--- config.mk ---
export PLATFORM = sky130hd
export DESIGN_NAME = dicom_element_header_parser_core
export DESIGN_NICKNAME = d
export VERILOG_FILES = /design/src/hw/rtl/dehp_pkg.sv /design/src/hw/rtl/dehp_front.sv /design/src/hw/rtl/dehp_queue.sv /design/src/hw/rtl/dehp_back.sv /design/src/hw/rtl/dicom_element_header_parser_core.sv
export SDC_FILE = /design/constraint.sdc
export NUM_CORES = 1
export LEC_CHECK = 0
export ABC_AREA = 0
export BUFFER_PORTS_ARGS = -buffer_cell sky130_fd_sc_hd__buf_2
export CELL_PAD_IN_SITES_DETAIL_PLACEMENT = 2
export CELL_PAD_IN_SITES_GLOBAL_PLACEMENT = 2
export CORE_MARGIN = 5
export CORE_UTILIZATION = 41
export DETAILED_ROUTE_END_ITERATION = 8
export PLACE_DENSITY = 0.87
export REMOVE_ABC_BUFFERS = 1
export SETUP_SLACK_MARGIN = 0.1
export SLEW_MARGIN = 20
export SYNTH_ARGS = -nofsm -noshare
export SYNTH_HDL_FRONTEND = slang
export SYNTH_HIERARCHICAL = 1
export SYNTH_SLANG_ARGS = --single-unit
--- constraint.sdc ---
create_clock -name i_clk -period 9.7 [get_ports i_clk]
set_clock_uncertainty 0.2 [all_clocks]
set_input_delay 2.425 -clock i_clk [delete_from_list [all_inputs] [get_ports i_clk]]
set_output_delay 2.425 -clock i_clk [all_outputs]
set_load 0.005 [all_outputs]
--- src/hw/rtl/dehp_pkg.sv ---
package dehp_pkg;

    // Depth of the queue between the parser and the output stage.
    localparam int QueueDepth = 4;

    // Value representation codes, in the order of the code table; VR_IMPLICIT marks
    // two bytes that match no known code.
    typedef enum logic [4:0] {
        VR_AE, VR_AS, VR_AT, VR_CS, VR_DA, VR_DS, VR_DT, VR_FL, VR_FD,
        VR_IS, VR_LO, VR_LT, VR_OB, VR_OW, VR_PN, VR_SH, VR_SL, VR_SQ,
        VR_SS, VR_ST, VR_TM, VR_UI, VR_UL, VR_UN, VR_US, VR_UT, VR_IMPLICIT
    } t_vr_code;

    // One result transaction.
    typedef struct packed {
        logic        is_header;
        logic [31:0] header_tag;
        t_vr_code    vr_code;
        logic [31:0] value_length;
        logic        no_value;
        logic [7:0]  value_byte;
        logic        last_value_byte;
    } t_result;

    // First character in bits 15..8, second in bits 7..0.
    function automatic t_vr_code vr_lookup(input logic [15:0] chars);
        t_vr_code code;
        case (chars)
            "AE":    code = VR_AE;
            "AS":    code = VR_AS;
            "AT":    code = VR_AT;
            "CS":    code = VR_CS;
            "DA":    code = VR_DA;
            "DS":    code = VR_DS;
            "DT":    code = VR_DT;
            "FL":    code = VR_FL;
            "FD":    code = VR_FD;
            "IS":    code = VR_IS;
            "LO":    code = VR_LO;
            "LT":    code = VR_LT;
            "OB":    code = VR_OB;
            "OW":    code = VR_OW;
            "PN":    code = VR_PN;
            "SH":    code = VR_SH;
            "SL":    code = VR_SL;
            "SQ":    code = VR_SQ;
            "SS":    code = VR_SS;
            "ST":    code = VR_ST;
            "TM":    code = VR_TM;
            "UI":    code = VR_UI;
            "UL":    code = VR_UL;
            "UN":    code = VR_UN;
            "US":    code = VR_US;
            "UT":    code = VR_UT;
            default: code = VR_IMPLICIT;
        endcase
        return code;
    endfunction

endpackage

--- src/hw/rtl/dehp_front.sv ---
module dehp_front (
    input  logic              i_clk,
    input  logic              i_rst_n,
    input  logic              i_valid,
    input  logic [7:0]        i_data_byte,
    output logic              o_stall,
    input  logic              i_cfg_valid,
    output logic              o_cfg_ready,
    input  logic              i_cfg_data_big_endian,
    input  logic              i_queue_full,
    output logic              o_push,
    output dehp_pkg::t_result o_push_item
);

    typedef enum logic [2:0] {
        PH_TAG, PH_VR, PH_RSV, PH_LEN4, PH_LEN2, PH_VAL
    } t_phase;

    t_phase             r_phase, n_phase;
    logic [1:0]         r_byte_index, n_byte_index;
    logic               r_big_endian;
    logic [31:0]        r_tag, n_tag;
    logic [7:0]         r_vr_hi, n_vr_hi;
    dehp_pkg::t_vr_code r_vr_code, n_vr_code;
    logic [31:0]        r_len, n_len;
    logic [31:0]        r_remaining, n_remaining;

    logic               w_accept;
    logic               w_emit;
    logic [31:0]        w_len;
    logic [31:0]        w_rem;
    logic [1:0]         w_tag_idx;
    dehp_pkg::t_vr_code w_code;

    // Write byte b into byte lane ln of acc.
    function automatic logic [31:0] place(input logic [31:0] acc, input logic [7:0] b,
                                          input logic [1:0] ln);
        logic [31:0] res;
        res = acc;
        for (int k = 0; k < 4; k++) begin
            if (ln == 2'(k)) begin
                res[8*k +: 8] = b;
            end
        end
        return res;
    endfunction

    assign o_stall     = i_queue_full;
    assign o_cfg_ready = 1'b1;
    assign w_accept    = i_valid && !i_queue_full;

    always_comb begin
        n_phase      = r_phase;
        n_byte_index = r_byte_index;
        n_tag        = r_tag;
        n_vr_hi      = r_vr_hi;
        n_vr_code    = r_vr_code;
        n_len        = r_len;
        n_remaining  = r_remaining;
        o_push       = 1'b0;
        o_push_item  = '0;
        w_emit       = 1'b0;
        w_len        = r_len;
        w_rem        = r_remaining - 32'd1;
        w_code       = dehp_pkg::vr_lookup({r_vr_hi, i_data_byte});
        w_tag_idx    = (r_phase == PH_TAG) ? r_byte_index : 2'd0;

        if (w_accept) begin
            unique case (r_phase)
                PH_VR: begin
                    if (r_byte_index == 2'd0) begin
                        n_vr_hi      = i_data_byte;
                        n_byte_index = 2'd1;
                    end else begin
                        n_vr_code    = w_code;
                        n_byte_index = 2'd0;
                        n_len        = '0;
                        if (w_code == dehp_pkg::VR_IMPLICIT) begin
                            // VR bytes are the first half of a 4-byte length
                            n_len        = r_big_endian ? {r_vr_hi, i_data_byte, 16'h0000}
                                                        : {16'h0000, i_data_byte, r_vr_hi};
                            n_byte_index = 2'd2;
                            n_phase      = PH_LEN4;
                        end else if (w_code == dehp_pkg::VR_OB || w_code == dehp_pkg::VR_OW ||
                                     w_code == dehp_pkg::VR_SQ || w_code == dehp_pkg::VR_UN) begin
                            n_phase = PH_RSV;
                        end else begin
                            n_phase = PH_LEN2;
                        end
                    end
                end
                PH_RSV: begin
                    if (r_byte_index == 2'd0) begin
                        n_byte_index = 2'd1;
                    end else begin
                        n_byte_index = 2'd0;
                        n_len        = '0;
                        n_phase      = PH_LEN4;
                    end
                end
                PH_LEN4: begin
                    w_len        = place(r_len, i_data_byte,
                                         r_big_endian ? ~r_byte_index : r_byte_index);
                    n_len        = w_len;
                    n_byte_index = r_byte_index + 2'd1;
                    w_emit       = (r_byte_index == 2'd3);
                end
                PH_LEN2: begin
                    w_len        = place(r_len, i_data_byte,
                                         {1'b0, r_big_endian ^ r_byte_index[0]})
                                   & 32'h0000_FFFF;
                    n_len        = w_len;
                    n_byte_index = 2'd1;
                    w_emit       = r_byte_index[0];
                end
                PH_VAL: begin
                    o_push                      = 1'b1;
                    o_push_item.value_byte      = i_data_byte;
                    o_push_item.last_value_byte = (w_rem == '0);
                    n_remaining                 = w_rem;
                    if (w_rem == '0) begin
                        n_phase      = PH_TAG;
                        n_byte_index = 2'd0;
                    end
                end
                default: begin
                    // Tag phase; an unknown phase restarts the tag.
                    n_tag = place((w_tag_idx == 2'd0) ? 32'h0 : r_tag, i_data_byte,
                                  r_big_endian ? ~w_tag_idx : (w_tag_idx ^ 2'd2));
                    if (w_tag_idx == 2'd3) begin
                        n_byte_index = 2'd0;
                        n_phase      = PH_VR;
                    end else begin
                        n_byte_index = w_tag_idx + 2'd1;
                        n_phase      = PH_TAG;
                    end
                end
            endcase
        end

        if (w_emit) begin
            o_push                   = 1'b1;
            o_push_item.is_header    = 1'b1;
            o_push_item.header_tag   = r_tag;
            o_push_item.vr_code      = r_vr_code;
            o_push_item.value_length = w_len;
            o_push_item.no_value     = (w_len == '0) || (&w_len);
            n_byte_index             = 2'd0;
            if ((w_len == '0) || (&w_len)) begin
                n_phase = PH_TAG;
            end else begin
                n_remaining = w_len;
                n_phase     = PH_VAL;
            end
        end
    end

    always_ff @(posedge i_clk) begin
        if (!i_rst_n) begin
            r_phase      <= PH_TAG;
            r_byte_index <= 2'd0;
            r_big_endian <= 1'b0;
        end else begin
            r_phase      <= n_phase;
            r_byte_index <= n_byte_index;
            if (i_cfg_valid) begin
                r_big_endian <= i_cfg_data_big_endian;
            end
        end
        r_tag       <= n_tag;
        r_vr_hi     <= n_vr_hi;
        r_vr_code   <= n_vr_code;
        r_len       <= n_len;
        r_remaining <= n_remaining;
    end

    a_val_has_bytes: assert property (@(posedge i_clk) disable iff (!i_rst_n)
        (r_phase == PH_VAL) |-> (r_remaining != '0))
        else $error("value phase with no bytes left");

    a_empty_header_restarts: assert property (@(posedge i_clk) disable iff (!i_rst_n)
        (o_push && o_push_item.is_header && o_push_item.no_value) |=> (r_phase == PH_TAG))
        else $error("header without value did not return to tag phase");

    a_push_on_accept: assert property (@(posedge i_clk) disable iff (!i_rst_n)
        o_push |-> w_accept)
        else $error("push without an accepted byte");

endmodule

--- src/hw/rtl/dehp_queue.sv ---
module dehp_queue #(
    parameter int DEPTH = dehp_pkg::QueueDepth
) (
    input  logic              i_clk,
    input  logic              i_rst_n,
    input  logic              i_push,
    input  dehp_pkg::t_result i_item,
    input  logic              i_pop,
    output logic              o_full,
    output logic              o_not_empty,
    output dehp_pkg::t_result o_item
);

    localparam int PtrW = $clog2(DEPTH);
    localparam int CntW = $clog2(DEPTH + 1);

    dehp_pkg::t_result r_mem [DEPTH];
    logic [PtrW-1:0]   r_wr_ptr, r_rd_ptr;
    logic [CntW-1:0]   r_count;

    assign o_full      = (r_count == CntW'(DEPTH));
    assign o_not_empty = (r_count != '0);
    assign o_item      = r_mem[r_rd_ptr];

    always_ff @(posedge i_clk) begin
        if (!i_rst_n) begin
            r_wr_ptr <= '0;
            r_rd_ptr <= '0;
            r_count  <= '0;
        end else begin
            if (i_push) begin
                r_wr_ptr <= (r_wr_ptr == PtrW'(DEPTH - 1)) ? '0 : r_wr_ptr + PtrW'(1);
            end
            if (i_pop) begin
                r_rd_ptr <= (r_rd_ptr == PtrW'(DEPTH - 1)) ? '0 : r_rd_ptr + PtrW'(1);
            end
            if (i_push && !i_pop) begin
                r_count <= r_count + CntW'(1);
            end else if (i_pop && !i_push) begin
                r_count <= r_count - CntW'(1);
            end
        end
        if (i_push) begin
            r_mem[r_wr_ptr] <= i_item;
        end
    end

    a_count_bound: assert property (@(posedge i_clk) disable iff (!i_rst_n)
        r_count <= CntW'(DEPTH))
        else $error("queue count above depth");

    a_pop_not_empty: assert property (@(posedge i_clk) disable iff (!i_rst_n)
        i_pop |-> o_not_empty)
        else $error("pop from empty queue");

    a_push_not_full: assert property (@(posedge i_clk) disable iff (!i_rst_n)
        i_push |-> !o_full)
        else $error("push into full queue");

endmodule

--- src/hw/rtl/dehp_back.sv ---
module dehp_back (
    input  logic              i_clk,
    input  logic              i_rst_n,
    input  logic              i_item_valid,
    input  dehp_pkg::t_result i_item,
    output logic              o_pop,
    input  logic              i_stall,
    output logic              o_valid,
    output dehp_pkg::t_result o_item
);

    logic              r_valid;
    dehp_pkg::t_result r_item;

    // Load the output register when it is empty or its transaction leaves now.
    assign o_pop   = i_item_valid && (!r_valid || !i_stall);
    assign o_valid = r_valid;
    assign o_item  = r_item;

    always_ff @(posedge i_clk) begin
        if (!i_rst_n) begin
            r_valid <= 1'b0;
        end else if (o_pop) begin
            r_valid <= 1'b1;
        end else if (!i_stall) begin
            r_valid <= 1'b0;
        end
        if (o_pop) begin
            r_item <= i_item;
        end
    end

endmodule

--- src/hw/rtl/dicom_element_header_parser_core.sv ---
// DICOM element header parser: takes one stream byte per cycle and gives at most one result
// per byte, a header (tag, VR code, length) when a length field completes, then one result
// per value byte with the final one marked. Bytes are parsed combinationally and each result
// goes into a QUEUE_DEPTH-entry queue ahead of the output register, so it passes through the
// queue and then the output register. The input stalls only when that queue is full, which
// happens only after output stalls. Write the byte order while the stream is idle.
module dicom_element_header_parser_core #(
    parameter int QUEUE_DEPTH = dehp_pkg::QueueDepth
) (
    input  logic        i_clk,
    input  logic        i_rst_n,
    input  logic        i_valid,
    output logic        o_stall,
    input  logic [7:0]  i_data_byte,
    input  logic        i_cfg_valid,
    output logic        o_cfg_ready,
    input  logic        i_cfg_data_big_endian,
    output logic        o_valid,
    input  logic        i_stall,
    output logic        o_is_header,
    output logic [31:0] o_header_tag,
    output logic [4:0]  o_vr_code,
    output logic [31:0] o_value_length,
    output logic        o_no_value,
    output logic [7:0]  o_value_byte,
    output logic        o_last_value_byte
);

    logic              w_queue_full;
    logic              w_push;
    dehp_pkg::t_result w_push_item;
    logic              w_not_empty;
    dehp_pkg::t_result w_queue_item;
    logic              w_pop;
    dehp_pkg::t_result w_out_item;

    dehp_front u_front (
        .i_clk                 (i_clk),
        .i_rst_n               (i_rst_n),
        .i_valid               (i_valid),
        .i_data_byte           (i_data_byte),
        .o_stall               (o_stall),
        .i_cfg_valid           (i_cfg_valid),
        .o_cfg_ready           (o_cfg_ready),
        .i_cfg_data_big_endian (i_cfg_data_big_endian),
        .i_queue_full          (w_queue_full),
        .o_push                (w_push),
        .o_push_item           (w_push_item)
    );

    dehp_queue #(
        .DEPTH (QUEUE_DEPTH)
    ) u_queue (
        .i_clk       (i_clk),
        .i_rst_n     (i_rst_n),
        .i_push      (w_push),
        .i_item      (w_push_item),
        .i_pop       (w_pop),
        .o_full      (w_queue_full),
        .o_not_empty (w_not_empty),
        .o_item      (w_queue_item)
    );

    dehp_back u_back (
        .i_clk        (i_clk),
        .i_rst_n      (i_rst_n),
        .i_item_valid (w_not_empty),
        .i_item       (w_queue_item),
        .o_pop        (w_pop),
        .i_stall      (i_stall),
        .o_valid      (o_valid),
        .o_item       (w_out_item)
    );

    assign o_is_header       = w_out_item.is_header;
    assign o_header_tag      = w_out_item.header_tag;
    assign o_vr_code         = w_out_item.vr_code;
    assign o_value_length    = w_out_item.value_length;
    assign o_no_value        = w_out_item.no_value;
    assign o_value_byte      = w_out_item.value_byte;
    assign o_last_value_byte = w_out_item.last_value_byte;

endmodule

==> impl_results.md <==
- RSZ-0062 raised after global routing: false
- Req. time, crit path: between 10 and 15 ns
- Post-synth EDFFs: 477
- Vias in the first global route: 15690
- Largest area contributor in the netlist: edfxtp_1
- Distinct cells, synth: about 80
- Core area: 55200 um2
- Inst Count DP: between 2000 and 2500
- Layout Cells excl Fill: 2392
- PwrDens: 263.4 nW/um2
- CP top delay family: compound AO/OA/AOI/OAI gates
- Initial antenna violation count: 4
- YS warnings: 6
- Buffers on Ports: between 90 and 100
- Nets@finish: 1625
- Setup Crit Path Kind: in -> reg
- Final Hold Viols: 0
- Max-cap violations: 0
- Sw Ratio: 0.2943
- Dpl hpwl: 45.88 mm
- Static Leak: 0.008932 uW
- Critical path launch point type: primary input
- Worst Path Max Fanout: 56
- Largest net degree at the start of global routing: 58
- Fin. max-slew vios: 0
- Row cnt: 86
- Combinational power share: 0.212
- Syn Area/Cell: 15.14 um2
- Critical path capture point type: flop
- Most common cell after layout, fill and taps aside: edfxtp_1
- 1st-iter DRT viols: 1380
- Die height: around 250 um
- Post-synth ARST share: 0
- Synth top area share: 0.6255
- Post-CTS setup repair buffer count: 0
- Worst Path Buf+Inv: 4
- Post-CTS sizing: 0
- First-pass GRT wire length: 107.2 mm
- CTS tree: yes
- DR vias: 14620
- CTS clk-pin slew, worst paths: 0.06 ns
- Worst VDD drop: between 0.0002 and 0.00025 V
- WL final: 71.98 mm
- Die footprint: 60680 um2
- Fmax: 0.1613 GHz
- Main synth FF type: edfxtp_1
- Status: completed
- Cts hold-fix bufs: 0
- Clock network fraction of total power: 0.329
- Post-route minimum period: 6.199 ns
- Final Util: 0.4694
- Worst hold path type: reg -> reg
- H-Tree Depth: 2
- Max incr delay on CP: 0.69 ns
- Sequential cell area fraction in the yosys report: 0.6675
- WP data arrival: 6.52 ns
- Period Utilization, post-route: 0.6390
- Top cells by area, synth: edfxtp_1, mux4_2, dfxtp_1
- Net switching power: approximately 2000 uW
- DR WL/cell: 30.09 um
- Initial Util: 0.4148
- Die width: ~250 um
- Worst Tran Pin Value: about 1.0 ns
- GR Util All Layers: 0.2353
- CTS Root Cell: clkbuf_16
- Mapped Cells: 1512
- Post-DRT Antenna Nets: 0
- Sink Count: 525
- CP Cell Sequence: buf_2, nor2b_2, buf_4, o21ai_1, buf_4, a221oi_1, nand2_1, nor4_1, nand4_1, o211ai_4, buf_4, mux2i_1
- Total CTS buffers: 56
- DRC errors left: 0
- Crit path top cell by count: buf_4
- P&R area growth vs syn: 13.17%
- Endpoints failing setup: 0
- Seq pwr share: 0.459
- Synthesized cell area: 22900 um2
- Layout cells sized above 1: 0.1961
- Total grt overflow: 0
- Pre-Repair DR Iteration Count: 8
- Worst-Skew Late Latency: 0.62 ns
- RePlAce Congestion: 0.8694
- Commonest non-fill, non-tap cells in the layout: edfxtp_1, nor2_1, buf_2, mux4_2, nand2_1
- Yosys reg bits: 525
- Max Root-Sink Buffers: 3
- Int Pwr: 4817 uW
- Crit-path slowest cell: o211ai_4
- Detail-routed via count per cell: 6.111
- Number of I/O pins: 97
- Slew headroom: 0.3110
[cell usage after synthesis, types with 4 or more instances]
master and instances:
edfxtp_1 477, nor2_1 104, mux4_2 80, nand2_1 61
mux2i_1 56, clkbuf_1 55, dfxtp_1 48, and3_1 46
nor3_1 46, o21ai_0 44, inv_1 37, nor4_1 34
nor2b_1 28, a21oi_1 27, and2_1 23, xnor2_1 22
nand3_1 21, nand4_1 18, xor2_1 17, buf_2 16
nor3b_1 16, ha_1 13, nand3b_1 12, or3_1 12
a22o_1 10, o2111a_1 10, a211oi_1 9, buf_1 9
o21a_1 9, a21o_1 8, a221oi_1 8, a222oi_1 8
and3b_1 8, buf_12 8, a21boi_0 7, o211ai_1 7
and4_1 5, buf_6 5, nand2b_1 5, o22ai_1 5
or4_1 5, nor4b_1 4, or2_2 4
[worst paths after layout]
| kind | startpoint | end | slack [ns] | depth (start not counted) |
|---|---|---|---|---|
| worst max-delay path | i_valid | u_front/r_remaining[0] | 3.50 | 12 |
| worst min-delay path | u_queue/r_count[2] | u_queue/r_count[2] | 0.33 | 2 |
| worst max register to register | u_front/r_phase[2] | u_front/r_remaining[0] | 4.21 | 9 |
| worst min register to register | u_queue/r_count[2] | u_queue/r_count[2] | 0.33 | 2 |
[power by group through the flow]
stage / logic [uW] / clock network, uW / registers [uW]
after floorplan: 813 / 0 / 3240
after global placement: 1360 / 0 / 3140
after detailed placement: 1450 / 0 / 3180
after CTS: 1470 / 2280 / 3140
after global routing: 1560 / 2390 / 3170
final: 1450 / 2240 / 3130
[routing by layer]
layer | track usage | up-vias | part of all wire
met3 | 0.04079 | 173 | 0.065
met4 | 0.08041 | 0 | 0.037
met5 | 0 | - | 0
met2 | 0.4088 | 648 | 0.51
met1 | 0.3000 | 7662 | 0.39
li1 | - | 6134 | -
[registers in the layout (all words and copies together), names as in the netlist, named ones only]
signal and cells:
u_back/o_item 80, u_back/o_valid 1, u_front/r_big_endian 1, u_front/r_byte_index 2
u_front/r_len 32, u_front/r_phase 3, u_front/r_remaining 32, u_front/r_tag 32
u_front/r_vr_code 5, u_front/r_vr_hi 8, u_queue/r_count 3, u_queue/r_mem 320
u_queue/r_rd_ptr 2, u_queue/r_wr_ptr 2
[kinds of logic (layout without fill, tap and decap cells)]
logic type,count (synthesis),in the layout,synth area share
AO/OA/AOI/OAI,193,193,0.06185
XOR/XNOR,39,39,0.01492
adder cells (fa/ha/maj),14,14,0.007978
buffers and inverters,134,264,0.03065
flip-flops,525,525,0.6675
multiplexers,137,137,0.1037
other,1,3,0.0001638
AND/OR/NAND/NOR,469,469,0.1133
[final cells by class]
| class | instances | area (um2) |
|---|---|---|
| well taps | 748 | 935.9 |
| inverters | 38 | 142.6 |
| diodes | 2 | 5.005 |
| flip-flops and latches | 525 | 15290 |
| fillers | 5140 | 29290 |
| repair buffers | 123 | 685.7 |
| multi-input cells | 853 | 6954 |
| clock inverters | 33 | 392.9 |
| clock buffers | 70 | 1505 |
[metrics by stage]
step                TNS, ns  power [uW]  hold slack [ns]  area, um2  setup WS, ns
floorplan            -1.540        4057           0.2674      22340       -0.6260
global placement          0        4496           0.2916      24000         3.257
detailed placement        0        4631           0.3342      24000         3.025
CTS                       0        6894           0.3397      25900         3.607
global route              0        7125           0.3826      25910         3.397
finish                    0        6826           0.3325      25910         3.501
[worst register-to-register path, delay by kind of cell (launching register included)]
family                 cells  cell delay (ns)
buffers and inverters      1             0.46
multiplexers               2             0.74
flip-flops                 1             0.99
AO/OA/AOI/OAI              2             1.22
AND/OR/NAND/NOR            4             1.79
(Power assumes the default switching activity.)
